===== src/hw/rtl/grid_ternary_window_match_top_defines.svh =====
// Assertion macros used by the back end of the grid window match RTL.
`ifndef GRID_TERNARY_WINDOW_MATCH_TOP_DEFINES_SVH
`define GRID_TERNARY_WINDOW_MATCH_TOP_DEFINES_SVH

`ifndef SYNTH
`define GTWM_ASSERT_IMP(lbl, ante, cons) \
  lbl: assert property (@(posedge clk) disable iff (rst) (ante) |-> (cons)) \
    else $error("gtwm: same-cycle check failed");
`define GTWM_ASSERT_NXT(lbl, ante, cons) \
  lbl: assert property (@(posedge clk) disable iff (rst) (ante) |=> (cons)) \
    else $error("gtwm: next-cycle check failed");
`else
`define GTWM_ASSERT_IMP(lbl, ante, cons)
`define GTWM_ASSERT_NXT(lbl, ante, cons)
`endif

`endif


===== src/hw/rtl/gtwm_pkg.sv =====
// Types, codes and helpers shared by the grid window match block.
package gtwm_pkg;

  // Configuration register indexes
  localparam logic [2:0] REG_MATCH_MODE  = 3'd0;
  localparam logic [2:0] REG_TILE_WIDTH  = 3'd1;
  localparam logic [2:0] REG_TILE_HEIGHT = 3'd2;
  localparam logic [2:0] REG_TILE_CELLS  = 3'd3;
  localparam logic [2:0] REG_GRID_WIDTH  = 3'd4;
  localparam logic [2:0] REG_GRID_HEIGHT = 3'd5;

  // Layout cell codes
  localparam logic [1:0] CELL_DISABLED = 2'd0;
  localparam logic [1:0] CELL_ENABLED  = 2'd1;
  localparam logic [1:0] CELL_NO_SPACE = 2'd2;

  // Match modes
  localparam logic MODE_RULE   = 1'b0;
  localparam logic MODE_FORBID = 1'b1;

  // Request opcodes
  localparam logic OP_WRITE = 1'b0;
  localparam logic OP_TEST  = 1'b1;

  // Tile codes held in the 32-bit register: 16 codes of 2 bits
  localparam int TILE_CODES = 16;

  // Command queue between front and back
  localparam int QDEPTH = 2;
  localparam int QPTR_W = 1;
  localparam int QCNT_W = 2;

  typedef enum logic [1:0] {
    CMD_WRITE,
    CMD_TEST,
    CMD_NOFIT
  } cmd_kind_t;

  typedef struct packed {
    cmd_kind_t  kind;
    logic [5:0] x;
    logic [5:0] y;
    logic [1:0] code;
  } cmd_t;

  // Effective (clamped) configuration
  typedef struct packed {
    logic        mode;
    logic [3:0]  tw;
    logic [3:0]  th;
    logic [5:0]  gw;
    logic [5:0]  gh;
    logic [31:0] cells;
  } cfg_t;

  // Does one tile code accept the cell below it
  function automatic logic cell_ok(logic mode, logic [1:0] t, logic [1:0] c);
    logic r;
    case (t)
      CELL_ENABLED:  r = (c == CELL_ENABLED);
      CELL_DISABLED: r = (mode == MODE_FORBID) ? (c == CELL_DISABLED)
                                               : ((c == CELL_DISABLED) || (c == CELL_NO_SPACE));
      default:       r = (mode == MODE_FORBID) ? (c != CELL_NO_SPACE) : 1'b1;
    endcase
    return r;
  endfunction

endpackage


===== src/hw/rtl/gtwm_ram.sv =====
// Generic simple dual-port RAM with registered read.
module gtwm_ram #(
  parameter int WIDTH = 2,
  parameter int DEPTH = 1024,
  localparam int AW = (DEPTH > 1) ? $clog2(DEPTH) : 1
) (
  input  logic             clk,
  input  logic             we,
  input  logic [AW-1:0]    waddr,
  input  logic [WIDTH-1:0] wdata,
  input  logic             re,
  input  logic [AW-1:0]    raddr,
  output logic [WIDTH-1:0] rdata
);

  logic [WIDTH-1:0] mem [DEPTH];

  always_ff @(posedge clk) begin
    if (we) begin
      mem[waddr] <= wdata;
    end
    if (re) begin
      rdata <= mem[raddr];
    end
  end

endmodule


===== src/hw/rtl/gtwm_front.sv =====
// Front end: accept requests, drop out-of-layout writes, classify tests.
module gtwm_front import gtwm_pkg::*; (
  input  logic       start,
  input  logic       full,
  input  logic       opcode,
  input  logic [5:0] pos_x,
  input  logic [5:0] pos_y,
  input  logic [1:0] cell_code,
  input  cfg_t       cfg,
  output logic       push,
  output cmd_t       cmd
);

  logic [7:0] pad_w;
  logic [7:0] pad_h;
  logic       fits;
  logic       in_layout;

  // padded size: layout plus a frame of tile size less one on each side
  assign pad_w = 8'(cfg.gw) + {3'b000, cfg.tw - 4'd1, 1'b0};
  assign pad_h = 8'(cfg.gh) + {3'b000, cfg.th - 4'd1, 1'b0};
  assign fits  = ((8'(pos_x) + 8'(cfg.tw)) <= pad_w) &&
                 ((8'(pos_y) + 8'(cfg.th)) <= pad_h);
  assign in_layout = (pos_x < cfg.gw) && (pos_y < cfg.gh);

  always_comb begin
    cmd.x    = pos_x;
    cmd.y    = pos_y;
    cmd.code = cell_code;
    if (opcode == OP_WRITE) begin
      cmd.kind = CMD_WRITE;
    end else if (fits) begin
      cmd.kind = CMD_TEST;
    end else begin
      cmd.kind = CMD_NOFIT;
    end
  end

  // drop writes outside the layout
  assign push = start && !full && ((opcode == OP_TEST) || in_layout);

endmodule


===== src/hw/rtl/gtwm_queue.sv =====
// Two-entry command queue between front and back.
module gtwm_queue import gtwm_pkg::*; (
  input  logic clk,
  input  logic rst,
  input  logic push,
  input  cmd_t push_cmd,
  input  logic pop,
  output cmd_t head,
  output logic full,
  output logic empty
);

  cmd_t              entry [QDEPTH];
  logic [QPTR_W-1:0] wr_ptr;
  logic [QPTR_W-1:0] rd_ptr;
  logic [QCNT_W-1:0] count;

  assign full  = (count == QCNT_W'(QDEPTH));
  assign empty = (count == '0);
  assign head  = entry[rd_ptr];

  always_ff @(posedge clk) begin
    if (push) begin
      entry[wr_ptr] <= push_cmd;
    end
  end

  always_ff @(posedge clk) begin
    if (rst) begin
      wr_ptr <= '0;
      rd_ptr <= '0;
      count  <= '0;
    end else begin
      if (push) begin
        wr_ptr <= wr_ptr + 1'b1;
      end
      if (pop) begin
        rd_ptr <= rd_ptr + 1'b1;
      end
      if (push && !pop) begin
        count <= count + 1'b1;
      end else if (pop && !push) begin
        count <= count - 1'b1;
      end
    end
  end

endmodule


===== src/hw/rtl/gtwm_back.sv =====
// Back end: perform layout writes and scan the tile window cell by cell.
`include "grid_ternary_window_match_top_defines.svh"
module gtwm_back import gtwm_pkg::*; #(
  parameter int GRID_MAX = 32,
  parameter int TILE_MAX = 4,
  localparam int AW = (GRID_MAX * GRID_MAX > 1) ? $clog2(GRID_MAX * GRID_MAX) : 1
) (
  input  logic          clk,
  input  logic          rst,
  input  cfg_t          cfg,
  input  logic          empty,
  input  cmd_t          head,
  output logic          pop,
  output logic          wr_en,
  output logic [AW-1:0] wr_addr,
  output logic [1:0]    wr_data,
  output logic          rd_en,
  output logic [AW-1:0] rd_addr,
  input  logic [1:0]    rd_data,
  output logic          done,
  output logic          match,
  output logic          window_fits
);

  typedef enum logic [2:0] {
    S_IDLE = 3'b001,
    S_SCAN = 3'b010,
    S_WAIT = 3'b100
  } state_t;

  state_t     state;
  logic [5:0] bx;
  logic [5:0] by;
  logic [2:0] ci;
  logic [2:0] cj;
  logic       ok;
  logic       p_valid;
  logic       p_frame;
  logic [1:0] p_tcode;
  logic       p_last;

  logic       issue;
  logic       last_i;
  logic       last_j;
  logic [3:0] ox;
  logic [3:0] oy;
  logic [6:0] px;
  logic [6:0] py;
  logic [6:0] lx;
  logic [6:0] ly;
  logic       frame;
  logic [6:0] tidx;
  logic [1:0] tcode;
  logic [1:0] lay_code;
  logic       cok;

  assign pop     = (state == S_IDLE) && !empty;
  assign wr_en   = pop && (head.kind == CMD_WRITE);
  assign wr_addr = AW'(int'(head.y) * GRID_MAX + int'(head.x));
  assign wr_data = head.code;

  // address stage
  assign issue  = (state == S_SCAN);
  assign last_i = (4'(ci) == cfg.tw - 4'd1);
  assign last_j = (4'(cj) == cfg.th - 4'd1);
  assign ox     = cfg.tw - 4'd1;
  assign oy     = cfg.th - 4'd1;
  assign px     = 7'(bx) + 7'(ci);
  assign py     = 7'(by) + 7'(cj);
  assign lx     = px - 7'(ox);
  assign ly     = py - 7'(oy);
  assign frame  = (px < 7'(ox)) || (py < 7'(oy)) ||
                  (lx >= 7'(cfg.gw)) || (ly >= 7'(cfg.gh));
  assign rd_en   = issue && !frame;
  assign rd_addr = AW'(int'(ly) * GRID_MAX + int'(lx));
  assign tidx    = 7'(int'(ci) * TILE_MAX + int'(cj));
  assign tcode   = (tidx >= 7'(TILE_CODES)) ? CELL_DISABLED : cfg.cells[{tidx[3:0], 1'b0} +: 2];

  // compare stage
  assign lay_code = p_frame ? CELL_DISABLED : rd_data;
  assign cok      = cell_ok(cfg.mode, p_tcode, lay_code);

  always_ff @(posedge clk) begin
    p_frame <= frame;
    p_tcode <= tcode;
    p_last  <= last_i && last_j;
    if (p_valid) begin
      ok <= ok && cok;
    end
    if (p_valid && p_last) begin
      match       <= ok && cok;
      window_fits <= 1'b1;
    end
    if (pop) begin
      if (head.kind == CMD_NOFIT) begin
        match       <= 1'b0;
        window_fits <= 1'b0;
      end
      bx <= head.x;
      by <= head.y;
      ci <= '0;
      cj <= '0;
      ok <= 1'b1;
    end
    if (issue) begin
      if (last_j) begin
        cj <= '0;
        ci <= ci + 3'd1;
      end else begin
        cj <= cj + 3'd1;
      end
    end
  end

  always_ff @(posedge clk) begin
    if (rst) begin
      state   <= S_IDLE;
      p_valid <= 1'b0;
      done    <= 1'b0;
    end else begin
      p_valid <= issue;
      done    <= (p_valid && p_last) || (pop && (head.kind == CMD_NOFIT));
      case (state)
        S_IDLE: begin
          if (pop && (head.kind == CMD_TEST)) begin
            state <= S_SCAN;
          end
        end
        S_SCAN: begin
          if (last_i && last_j) begin
            state <= S_WAIT;
          end
        end
        S_WAIT: begin
          if (p_valid && p_last) begin
            state <= S_IDLE;
          end
        end
        default: begin
          state <= S_IDLE;
        end
      endcase
    end
  end

  `GTWM_ASSERT_IMP(a_pop_nonempty, pop, !empty)
  `GTWM_ASSERT_NXT(a_scan_issue, state == S_SCAN, p_valid)
  `GTWM_ASSERT_NXT(a_last_done, p_valid && p_last, done && window_fits)
  `GTWM_ASSERT_IMP(a_nofit_nomatch, done && !window_fits, !match)

endmodule


===== src/hw/rtl/grid_ternary_window_match_top.sv =====
// Top level of the grid ternary window match block.
//
// Keeps a layout grid of 2-bit cells (disabled, enabled, no space) and tests a
// configured tile of up to TILE_MAX x TILE_MAX codes against it. A request with
// opcode write stores one cell; a write outside the current layout is dropped
// and gives no result. A request with opcode test places the tile's corner at
// (pos_x, pos_y) in the padded space, the layout framed by tile_width-1 columns
// and tile_height-1 rows of disabled cells on each side, and gives exactly one
// result: window_fits, and match (zero whenever the window does not fit).
// A request is taken at a clock edge with start high and busy low. Each result
// is shown on match and window_fits for one cycle with done high; the receiver
// cannot stall it, so sample it in that cycle. Results come in request order.
// Flow: requests enter a two-entry queue; busy rises only while that queue is
// full. The back end finishes a write or a test that does not fit as it takes it
// from the queue; a fitting test scans the tile window through the single read
// port of the layout memory, one cell per cycle, and the next request waits
// until its result is out. The layout memory has no clearing pass and is ready
// right after reset; a test must only cover layout cells already written.
// Configuration: write registers through cfg_write/cfg_index/cfg_data only while
// no request is in flight. Out-of-range tile sizes are clamped to 1..TILE_MAX and
// grid sizes to at most GRID_MAX; a grid size of zero leaves only frame cells.
module grid_ternary_window_match_top import gtwm_pkg::*; #(
  parameter int GRID_MAX = 32,
  parameter int TILE_MAX = 4
) (
  input  logic        clk,
  input  logic        rst,
  // request channel
  input  logic        start,
  output logic        busy,
  input  logic        opcode,
  input  logic [5:0]  pos_x,
  input  logic [5:0]  pos_y,
  input  logic [1:0]  cell_code,
  // result channel
  output logic        done,
  output logic        match,
  output logic        window_fits,
  // configuration write port
  input  logic        cfg_write,
  input  logic [2:0]  cfg_index,
  input  logic [31:0] cfg_data
);

  localparam int AW = (GRID_MAX * GRID_MAX > 1) ? $clog2(GRID_MAX * GRID_MAX) : 1;

  // configuration registers as written
  logic        match_mode;
  logic [2:0]  tile_width;
  logic [2:0]  tile_height;
  logic [31:0] tile_cells;
  logic [5:0]  grid_width;
  logic [5:0]  grid_height;

  cfg_t cfg;

  logic          push;
  cmd_t          push_cmd;
  logic          pop;
  cmd_t          head;
  logic          full;
  logic          empty;
  logic          wr_en;
  logic [AW-1:0] wr_addr;
  logic [1:0]    wr_data;
  logic          rd_en;
  logic [AW-1:0] rd_addr;
  logic [1:0]    rd_data;

  always_ff @(posedge clk) begin
    if (rst) begin
      match_mode  <= MODE_RULE;
      tile_width  <= 3'd1;
      tile_height <= 3'd1;
      tile_cells  <= '0;
      grid_width  <= 6'd32;
      grid_height <= 6'd32;
    end else if (cfg_write) begin
      case (cfg_index)
        REG_MATCH_MODE:  match_mode  <= cfg_data[0];
        REG_TILE_WIDTH:  tile_width  <= cfg_data[2:0];
        REG_TILE_HEIGHT: tile_height <= cfg_data[2:0];
        REG_TILE_CELLS:  tile_cells  <= cfg_data;
        REG_GRID_WIDTH:  grid_width  <= cfg_data[5:0];
        REG_GRID_HEIGHT: grid_height <= cfg_data[5:0];
        default: begin
          // unused index: drop the write
        end
      endcase
    end
  end

  // effective configuration: clamp tile sizes to 1..TILE_MAX, grid to GRID_MAX
  always_comb begin
    cfg.mode  = match_mode;
    cfg.cells = tile_cells;
    if (tile_width == 3'd0) begin
      cfg.tw = 4'd1;
    end else if (int'(tile_width) > TILE_MAX) begin
      cfg.tw = 4'(TILE_MAX);
    end else begin
      cfg.tw = 4'(tile_width);
    end
    if (tile_height == 3'd0) begin
      cfg.th = 4'd1;
    end else if (int'(tile_height) > TILE_MAX) begin
      cfg.th = 4'(TILE_MAX);
    end else begin
      cfg.th = 4'(tile_height);
    end
    cfg.gw = (int'(grid_width) > GRID_MAX) ? 6'(GRID_MAX) : grid_width;
    cfg.gh = (int'(grid_height) > GRID_MAX) ? 6'(GRID_MAX) : grid_height;
  end

  // hold off requests only while the command queue is full
  assign busy = full;

  gtwm_front u_front (
    .start     (start),
    .full      (full),
    .opcode    (opcode),
    .pos_x     (pos_x),
    .pos_y     (pos_y),
    .cell_code (cell_code),
    .cfg       (cfg),
    .push      (push),
    .cmd       (push_cmd)
  );

  gtwm_queue u_queue (
    .clk      (clk),
    .rst      (rst),
    .push     (push),
    .push_cmd (push_cmd),
    .pop      (pop),
    .head     (head),
    .full     (full),
    .empty    (empty)
  );

  gtwm_back #(
    .GRID_MAX (GRID_MAX),
    .TILE_MAX (TILE_MAX)
  ) u_back (
    .clk         (clk),
    .rst         (rst),
    .cfg         (cfg),
    .empty       (empty),
    .head        (head),
    .pop         (pop),
    .wr_en       (wr_en),
    .wr_addr     (wr_addr),
    .wr_data     (wr_data),
    .rd_en       (rd_en),
    .rd_addr     (rd_addr),
    .rd_data     (rd_data),
    .done        (done),
    .match       (match),
    .window_fits (window_fits)
  );

  // layout store, cell (x,y) at y*GRID_MAX+x
  gtwm_ram #(
    .WIDTH (2),
    .DEPTH (GRID_MAX * GRID_MAX)
  ) u_layout (
    .clk   (clk),
    .we    (wr_en),
    .waddr (wr_addr),
    .wdata (wr_data),
    .re    (rd_en),
    .raddr (rd_addr),
    .rdata (rd_data)
  );

endmodule


===== config.mk =====
export PLATFORM = sky130hd
export DESIGN_NAME = grid_ternary_window_match_top
export DESIGN_NICKNAME = d
export VERILOG_FILES = /design/src/hw/rtl/gtwm_pkg.sv /design/src/hw/rtl/gtwm_ram.sv /design/src/hw/rtl/gtwm_front.sv /design/src/hw/rtl/gtwm_queue.sv /design/src/hw/rtl/gtwm_back.sv /design/src/hw/rtl/grid_ternary_window_match_top.sv
export VERILOG_INCLUDE_DIRS = /design/src /design/src/hw/rtl
export SDC_FILE = /design/constraint.sdc
export NUM_CORES = 2
export LEC_CHECK = 0
export BUFFER_PORTS_ARGS = -buffer_cell sky130_fd_sc_hd__buf_2
export CORE_MARGIN = 2
export CORE_UTILIZATION = 45
export DETAILED_ROUTE_END_ITERATION = 16
export PLACE_DENSITY_LB_ADDON = 0.25
export REMOVE_ABC_BUFFERS = 1
export SYNTH_ARGS = -nofsm -noshare
export SYNTH_HDL_FRONTEND = slang
export SYNTH_SLANG_ARGS = --single-unit

===== constraint.sdc =====
create_clock -name clk -period 15.39 [get_ports clk]
set_input_delay 2.3085 -clock clk [delete_from_list [all_inputs] [get_ports clk]]
set_output_delay 2.3085 -clock clk [all_outputs]
set_load 0.005 [all_outputs]

After elaboration in Yosys (flattened, before gate mapping)
Memories as Yosys holds them, arrays and structs flattened. A register that Yosys moved wholly into a read port is not among the register bits.
Cells that the tools add are included.
{"block": "totals", "ff_bits": 85, "ramBits": 2080, "input_bits": 54, "wordCells": 154, "mem_count": 2}
{"memory": "u_layout.mem", "words": 1024, "width": 2, "rd": 1, "rd_ports_with_merged_regs": 1, "wr": 1, "line": "gtwm_ram.sv:16", "rtl": "logic [WIDTH-1:0] mem [DEPTH];"}
{"memory": "u_queue.entry", "words": 2, "width": 16, "rd": 1, "rd_ports_with_merged_regs": 1, "wr": 1, "line": "gtwm_queue.sv:13", "rtl": "cmd_t entry [QDEPTH];"}
{"block": "op_classes", "addsub": 19, "n_lt_le_gt_ge": 13, "n_eq_ne": 20, "n_shift": 1, "mux": 36, "reduce_logical": 41}
{"op": "3-bit two-way mux", "count": 13}
{"op": "32-bit by 6-bit variable part select with 2-bit output", "count": 1}
{"op": "6-bit by 3-bit adder with 7-bit output", "count": 4}
{"op": "8-bit less-or-equal comparator", "count": 2}
{"op": "6-bit by 5-bit adder with 7-bit output", "count": 2}
{"op": "7-bit by 6-bit greater-or-equal comparator with 1-bit output", "count": 2}
{"op": "1-bit logical AND", "count": 14}
{"op": "7-bit by 4-bit < comparator with 1-bit output", "count": 2}
{"op": "1-bit two-way mux", "count": 14}
{"op": "7-bit by 4-bit subtractor with 7-bit output", "count": 2}
{"op": "6-bit > comparator (second input constant)", "count": 2}
{"op": "6-bit < comparator", "count": 2}
{"op": "6-bit two-way mux", "count": 2}
{"op": "2-bit AND reduction", "count": 6}
{"op": "10-bit by 6-bit adder with 10-bit output", "count": 1}
{"op": "10-bit by 7-bit adder with 10-bit output", "count": 1}
{"op": "2-bit two-way mux", "count": 5}
{"op": "3-bit by 2-bit equality test with 1-bit output (second input constant)", "count": 3}
{"op": "3-bit equality test (second input constant)", "count": 3}
{"op": "3-bit zero test", "count": 3}
{"op": "3-bit case mux with 3 select lines", "count": 1}
{"op": "3-bit by 4-bit equality test with 1-bit output", "count": 2}
{"op": "2-bit zero test", "count": 4}
{"op": "3-bit by 1-bit subtractor with 4-bit output (second input constant)", "count": 2}
{"op": "other kinds (17)", "count": 37}

Longest topological paths before layout
{"block": "logic_depth", "ltp_word": 10, "mapped_depth": 22, "ltp_nobuf": 20}

Hierarchy
A second synthesis with hierarchy kept.
{"block": "hier_totals", "hier_cells": 5548, "hier_area_um2": 91585.3}
{"mod": "gtwm_ram", "n_inst": 1, "cells_each": 4793, "area_each_um2": 83777.8, "seq_area_each_um2": 61559.0}
{"mod": "gtwm_back", "n_inst": 1, "cells_each": 281, "area_each_um2": 2753.9, "seq_area_each_um2": 750.7}
{"mod": "grid_ternary_window_match_top", "n_inst": 1, "cells_each": 230, "area_each_um2": 2339.7, "seq_area_each_um2": 1021.0}
{"mod": "gtwm_queue", "n_inst": 1, "cells_each": 72, "area_each_um2": 1361.3, "seq_area_each_um2": 1061.0}
{"mod": "gtwm_front", "n_inst": 1, "cells_each": 172, "area_each_um2": 1352.5, "seq_area_each_um2": 0.0}

Worst setup path after synthesis
Ideal clock, no wire load.
{"block": "synth_timing", "path_kind": "register -> register", "from": "register with a tool-made name", "to": "memory u_layout.mem[0][0] (data pin)", "t_arrival_ns": 7.966, "required_time_ns": 13.768, "slack_ns": 5.801, "path_stages_with_launch": 4, "n_path_buf": 2, "period_less_slack_ns": 9.589, "cell_sequence": "dfxtp_1 -> clkbuf_1 -> clkbuf_1 -> mux2_2"}
{"item": "to (decl)", "line": "gtwm_ram.sv:16"}

Final worst setup path
{"block": "layout_timing", "from": "register tile_width[2]", "to": "register u_layout.rdata[0] (read register of u_layout.mem) (data pin)"}
{"block": "layout_between", "elab_chain_len": 10}
{"item": "from (decl)", "line": "grid_ternary_window_match_top.sv:49", "rtl": "logic [2:0] tile_width;"}
{"item": "from (signal assigned)", "line": "grid_ternary_window_match_top.sv:81", "rtl": "REG_TILE_WIDTH: tile_width <= cfg_data[2:0];"}
{"item": "3-bit > comparator", "line": "grid_ternary_window_match_top.sv:99", "rtl": "end else if (int'(tile_width) > TILE_MAX) begin"}
{"item": "3-bit two-way mux", "line": "grid_ternary_window_match_top.sv:99"}
{"item": "3-bit two-way mux (*)", "line": "grid_ternary_window_match_top.sv:97", "rtl": "if (tile_width == 3'd0) begin"}
{"item": "3-bit by 1-bit subtractor with 4-bit output (*)", "line": "gtwm_back.sv:66", "rtl": "assign ox = cfg.tw - 4'd1;"}
{"item": "7-bit by 4-bit subtractor with 7-bit output / 7-bit by 4-bit < comparator with 1-bit output (equally long branches)", "line": "gtwm_back.sv:70, gtwm_back.sv:72"}
{"item": "7-bit by 6-bit greater-or-equal comparator with 1-bit output / 1-bit logical OR (equally long branches)", "line": "gtwm_back.sv:73, gtwm_back.sv:72"}
{"item": "1-bit logical OR", "line": "gtwm_back.sv:72", "rtl": "assign frame = (px < 7'(ox)) || (py < 7'(oy)) ||"}
{"item": "1-bit logical OR", "line": "gtwm_back.sv:73", "rtl": "(lx >= 7'(cfg.gw)) || (ly >= 7'(cfg.gh));"}
{"item": "1-bit zero test", "line": "gtwm_back.sv:74", "rtl": "assign rd_en = issue && !frame;"}
{"item": "1-bit logical AND", "line": "gtwm_back.sv:74"}
{"item": "to (decl)", "line": "gtwm_ram.sv:13", "rtl": "output logic [WIDTH-1:0] rdata"}
Mark *: on every way between the ends. The rest lies on a longest branch, timed or not.
A chain may end at the register's enable or synchronous reset.

==> impl_table.tex <==
\begin{tabular}{lr}
\hline
Metric & Value \\
\hline
\multicolumn{2}{l}{\textbf{Yosys}} \\
Prevailing post-synth register cell & sky130\_fd\_sc\_hd\_\_edfxtp\_1 \\
Fraction of registers with async set/reset & 0\% \\
Cell area after synthesis & between 90000 and 100000 um\^{}2 \\
Yosys Warn Count & 0 \\
Average footprint of a synthesized cell & around 15 um\^{}2 \\
Simple-gate share of the synthesized area & 9.683\% \\
Area fraction of the dominant cell type after synthesis & about two thirds \\
Synth area leaders & sky130\_fd\_sc\_hd\_\_edfxtp\_1, sky130\_fd\_sc\_hd\_\_mux4\_2, sky130\_fd\_sc\_hd\_\_nor2\_1 \\
Adder-cell share of the synthesized area & 1.185\% \\
Number of instances in the synthesized netlist & 6086 \\
Largest family of logic cells by synthesized area & multiplexers \\
Post-synthesis compound-gate area fraction & 3.276\% \\
Number of distinct library cells after synthesis & 97 \\
Yosys top cell by area & sky130\_fd\_sc\_hd\_\_edfxtp\_1 \\
Number of flops mapped to enable cells by yosys & 2097 \\
Multiplexer fraction of the synthesized cell area & 13.08\% \\
Post-synthesis xor/xnor area fraction & less than 1\% \\
Cell with the most instances after synthesis & sky130\_fd\_sc\_hd\_\_edfxtp\_1 \\
Most common library cells after synthesis & sky130\_fd\_sc\_hd\_\_edfxtp\_1, sky130\_fd\_sc\_hd\_\_nor2\_1, sky130\_fd\_sc\_hd\_\_nand2\_1 \\
Post-synthesis register bit count & 2168 \\
Sequential share of the synthesized area & 69.70\% \\
\multicolumn{2}{l}{\textbf{STA}} \\
Actual transition at the worst max-transition pin & 1.373 ns \\
Post-layout min period & 7.082 ns \\
Hold slack & 0.4417 ns \\
RSZ-0062 raised after global routing & false \\
Final number of setup-violating endpoints & 0 \\
Period utilisation layout & 46.02\% \\
Maximum clock skew at final layout & 0.06174 ns \\
Maximum clock frequency & 141.2 MHz \\
Number of hold-slack violations in the final timing report & 0 \\
Min setup slack post-route & 8.308 ns \\
Max-Slew Margin vs Limit & 8.112\% \\
Max Transition Viols Final & 0 \\
\multicolumn{2}{l}{\textbf{Critical path}} \\
Critical path arrival & 7.70 ns \\
Critical-path cell list & a21oi\_1, inv\_1, ha\_1, fa\_4, xor3\_2, buf\_4, xnor2\_4, buf\_12, inv\_8, buf\_4, buf\_4, mux2\_2, o22ai\_1, a211oi\_1, o21ai\_0, and4\_1, o21a\_1, o21ai\_1, o211a\_1 \\
WP data required & between 15 and 20 ns \\
Startpoint of the worst register-to-register path & tile\_width[2] \\
Worst setup SP type & register \\
Number of buffers and inverters on the critical path & 6 \\
Nature of the critical path endpoint & register \\
Slowest CP cell & sky130\_fd\_sc\_hd\_\_inv\_8 \\
Max stage delay on crit path & a little under 0.7 ns \\
Critical Path Start & tile\_width[2] \\
CP most frequent cell & sky130\_fd\_sc\_hd\_\_buf\_4 \\
Largest delay share family, worst path & buffers and inverters \\
Worst Setup Path Type & reg2reg \\
Maximum fanout count along the critical path & 103 \\
\multicolumn{2}{l}{\textbf{Drt}} \\
Wire length reported by the detailed router & 269900 um \\
Per-cell routed wire length & 30.26 um \\
Number of nets with antenna violations after detailed routing & 0 \\
Remaining routing DRC violations & 0 \\
Vias after detailed routing & 55210 \\
Number of violations reported at the end of detailed-routing iteration 0 & 8149 \\
Via count normalized by instance count & a little over 6 \\
Router iterations before antenna repair & 6 \\
\multicolumn{2}{l}{\textbf{GRT}} \\
Global-route congestion overflow total & 0 \\
Total Routing Usage GR & 25.53\% \\
Number of global-route vias before repair & 54610 \\
Pin count of the biggest net entering global routing & 217 \\
Initial antenna violation count & 14 \\
Global-route wire length before repair & a little under 400000 um \\
\multicolumn{2}{l}{\textbf{Die}} \\
Rows & 166 \\
Die height & about 460 um \\
Horizontal extent of the die & 457.1 um \\
Die area & 208900 um\^{}2 \\
I/O pin cnt & 58 \\
Initial cell density of the core & 45.20\% \\
Core Box Area & 204400 um\^{}2 \\
\multicolumn{2}{l}{\textbf{Clock network}} \\
Insertion delay of the later-clocked pin in the worst-skew pair & 0.88 ns \\
Clock transition time at the flip-flop clock pins of the worst setup and hold paths & 0.06 ns \\
CTS root buffer & sky130\_fd\_sc\_hd\_\_clkbuf\_16 \\
CTS tree & done \\
Number of post-CTS setup repair buffers & 0 \\
Hold-fix buffer count after cts & 0 \\
Total number of H-tree levels & 4 \\
Resize count post-CTS & 0 \\
Maximum count of clock buffers along a single path & 3 \\
Number of sinks driven by the clock tree & 2168 \\
Number of CTS-inserted buffers & 216 \\
\multicolumn{2}{l}{\textbf{Power}} \\
Overall power of the completed layout & roughly 21 mW \\
Leakage power figure & 32.43 nW \\
Maximum vdd ir drop & 0.2985 mV \\
Power density of the placed cells & 201.2 nW/um\^{}2 \\
\multicolumn{2}{l}{\textbf{Layout}} \\
Share of layout cells above drive strength 1 & roughly 17\% \\
Post-route cell area & 102500 um\^{}2 \\
Fill cell total of the finished layout & 17110 \\
Final core occ & 50.15\% \\
Area overhead of the layout relative to synthesis & 10.96\% \\
Final net count & 6178 \\
\multicolumn{2}{l}{\textbf{Worst hold path}} \\
Hold Startpoint & u\_back.ok \\
Kind of path behind the tightest hold check & reg2reg \\
\multicolumn{2}{l}{\textbf{Placement}} \\
Routability-driven placement congestion ratio & 0.8687 \\
Number of input and output port buffers inserted & 57 \\
Instance area after placement & 95360 um\^{}2 \\
Worst Setup Slack post-DPL & 8.381 ns \\
DP HPWL & between 100000 and 150000 um \\
\multicolumn{2}{l}{\textbf{Flow run}} \\
Maximum Capacitance Violations & 0 \\
\multicolumn{2}{l}{\textbf{Run status}} \\
Status & completed \\
\hline
\end{tabular}
sequential cells by signal, indices dropped and copies added (netlist names), 2 cells and up, named ones only:
register	count
u_back.p_tcode	2
grid_width	6
u_queue.entry	32
u_back.by	6
u_back.bx	6
u_back.cj	3
grid_height	6
u_back.state	3
tile_height	3
u_back.ci	3
u_queue.count	2
tile_cells	32
tile_width	3
u_layout.rdata	2
u_layout.mem	2048
tightest hold or removal path, cell delays in order (launching register included):
cell and delay [ns]:
sky130_fd_sc_hd__dfxtp_1 0.31, sky130_fd_sc_hd__nand2_1 0.05, sky130_fd_sc_hd__nand2_1 0.04
stage by stage:
stage	setup TNS, ns	instances
after floorplan	-31.33	5633
after global placement	0	8510
after detailed placement	0	8513
after CTS	0	8916
after global routing	0	8917
final	0	8919
cell type report:
type | count | area [um^2] | area share (%)
timing repair buffer | 192 | 1416 | 1.382
inverter | 58 | 230.2 | 0.2246
tap | 2688 | 3363 | 3.281
antenna | 3 | 7.507 | 0.007324
clock buffer | 269 | 5667 | 5.528
sequential | 2168 | 64390 | 62.82
multi-input combinational | 3407 | 25960 | 25.33
clock inverter | 134 | 1468 | 1.432
placed cells by master, fill, tap and decap left out, types with 36 or more instances in the layout:
| cell | instances |
|---|---|
| sky130_fd_sc_hd__clkinv_1 | 39 |
| sky130_fd_sc_hd__buf_2 | 57 |
| sky130_fd_sc_hd__inv_1 | 55 |
| sky130_fd_sc_hd__clkbuf_1 | 49 |
| sky130_fd_sc_hd__nand4_1 | 36 |
| sky130_fd_sc_hd__nor2_1 | 1135 |
| sky130_fd_sc_hd__nor3_1 | 38 |
| sky130_fd_sc_hd__buf_4 | 124 |
| sky130_fd_sc_hd__clkbuf_16 | 218 |
| sky130_fd_sc_hd__edfxtp_1 | 2097 |
| sky130_fd_sc_hd__nand2_1 | 643 |
| sky130_fd_sc_hd__dfxtp_1 | 71 |
| sky130_fd_sc_hd__nand3_1 | 155 |
| sky130_fd_sc_hd__mux2i_1 | 182 |
| sky130_fd_sc_hd__a31oi_1 | 41 |
| sky130_fd_sc_hd__ha_1 | 72 |
| sky130_fd_sc_hd__a32oi_1 | 36 |
| sky130_fd_sc_hd__a21oi_1 | 102 |
| sky130_fd_sc_hd__o21ai_0 | 45 |
| sky130_fd_sc_hd__mux4_2 | 443 |
| sky130_fd_sc_hd__clkinv_2 | 44 |
report_power, final:
part,switching [mW],total [mW],internal (mW)
sequential,0.0442,7.02,6.98
clock,2.32,5.34,3.03
combinational,5.70,8.26,2.56
kinds of logic (layout without fill, tap and decap cells):
kind of cell    count (synthesis)  count (layout)
simple gates                 2181            2181
flops                        2168            2168
mux                           650             650
buf+inv                       513             653
compound gates                435             435
fa+ha+maj                      83              83
xor+xnor                       54              54
other cells                     2               7
path summary, 6_finish.rpt:
| path | to | slack (ns) | cells past startpoint |
|---|---|---|---|
| hold / removal | u_back.ok | 0.44 | 2 |
| hold reg to reg | u_back.ok | 0.44 | 2 |
| setup reg to reg | u_layout.rdata[0] | 8.31 | 19 |
| setup / recovery | u_layout.rdata[0] | 8.31 | 19 |
per-layer routing:
| metal | GRT usage (%) | wire [um] | share of wire, % |
|---|---|---|---|
| met1 | 35.85 | 106800 | 40 |
| met2 | 39.37 | 124000 | 46 |
| met3 | 5.559 | 28260 | 10 |
| met4 | 9.129 | 10720 | 4.0 |
| met5 | 0.2296 | 128 | 0.047 |
(Power assumes the default switching activity.)
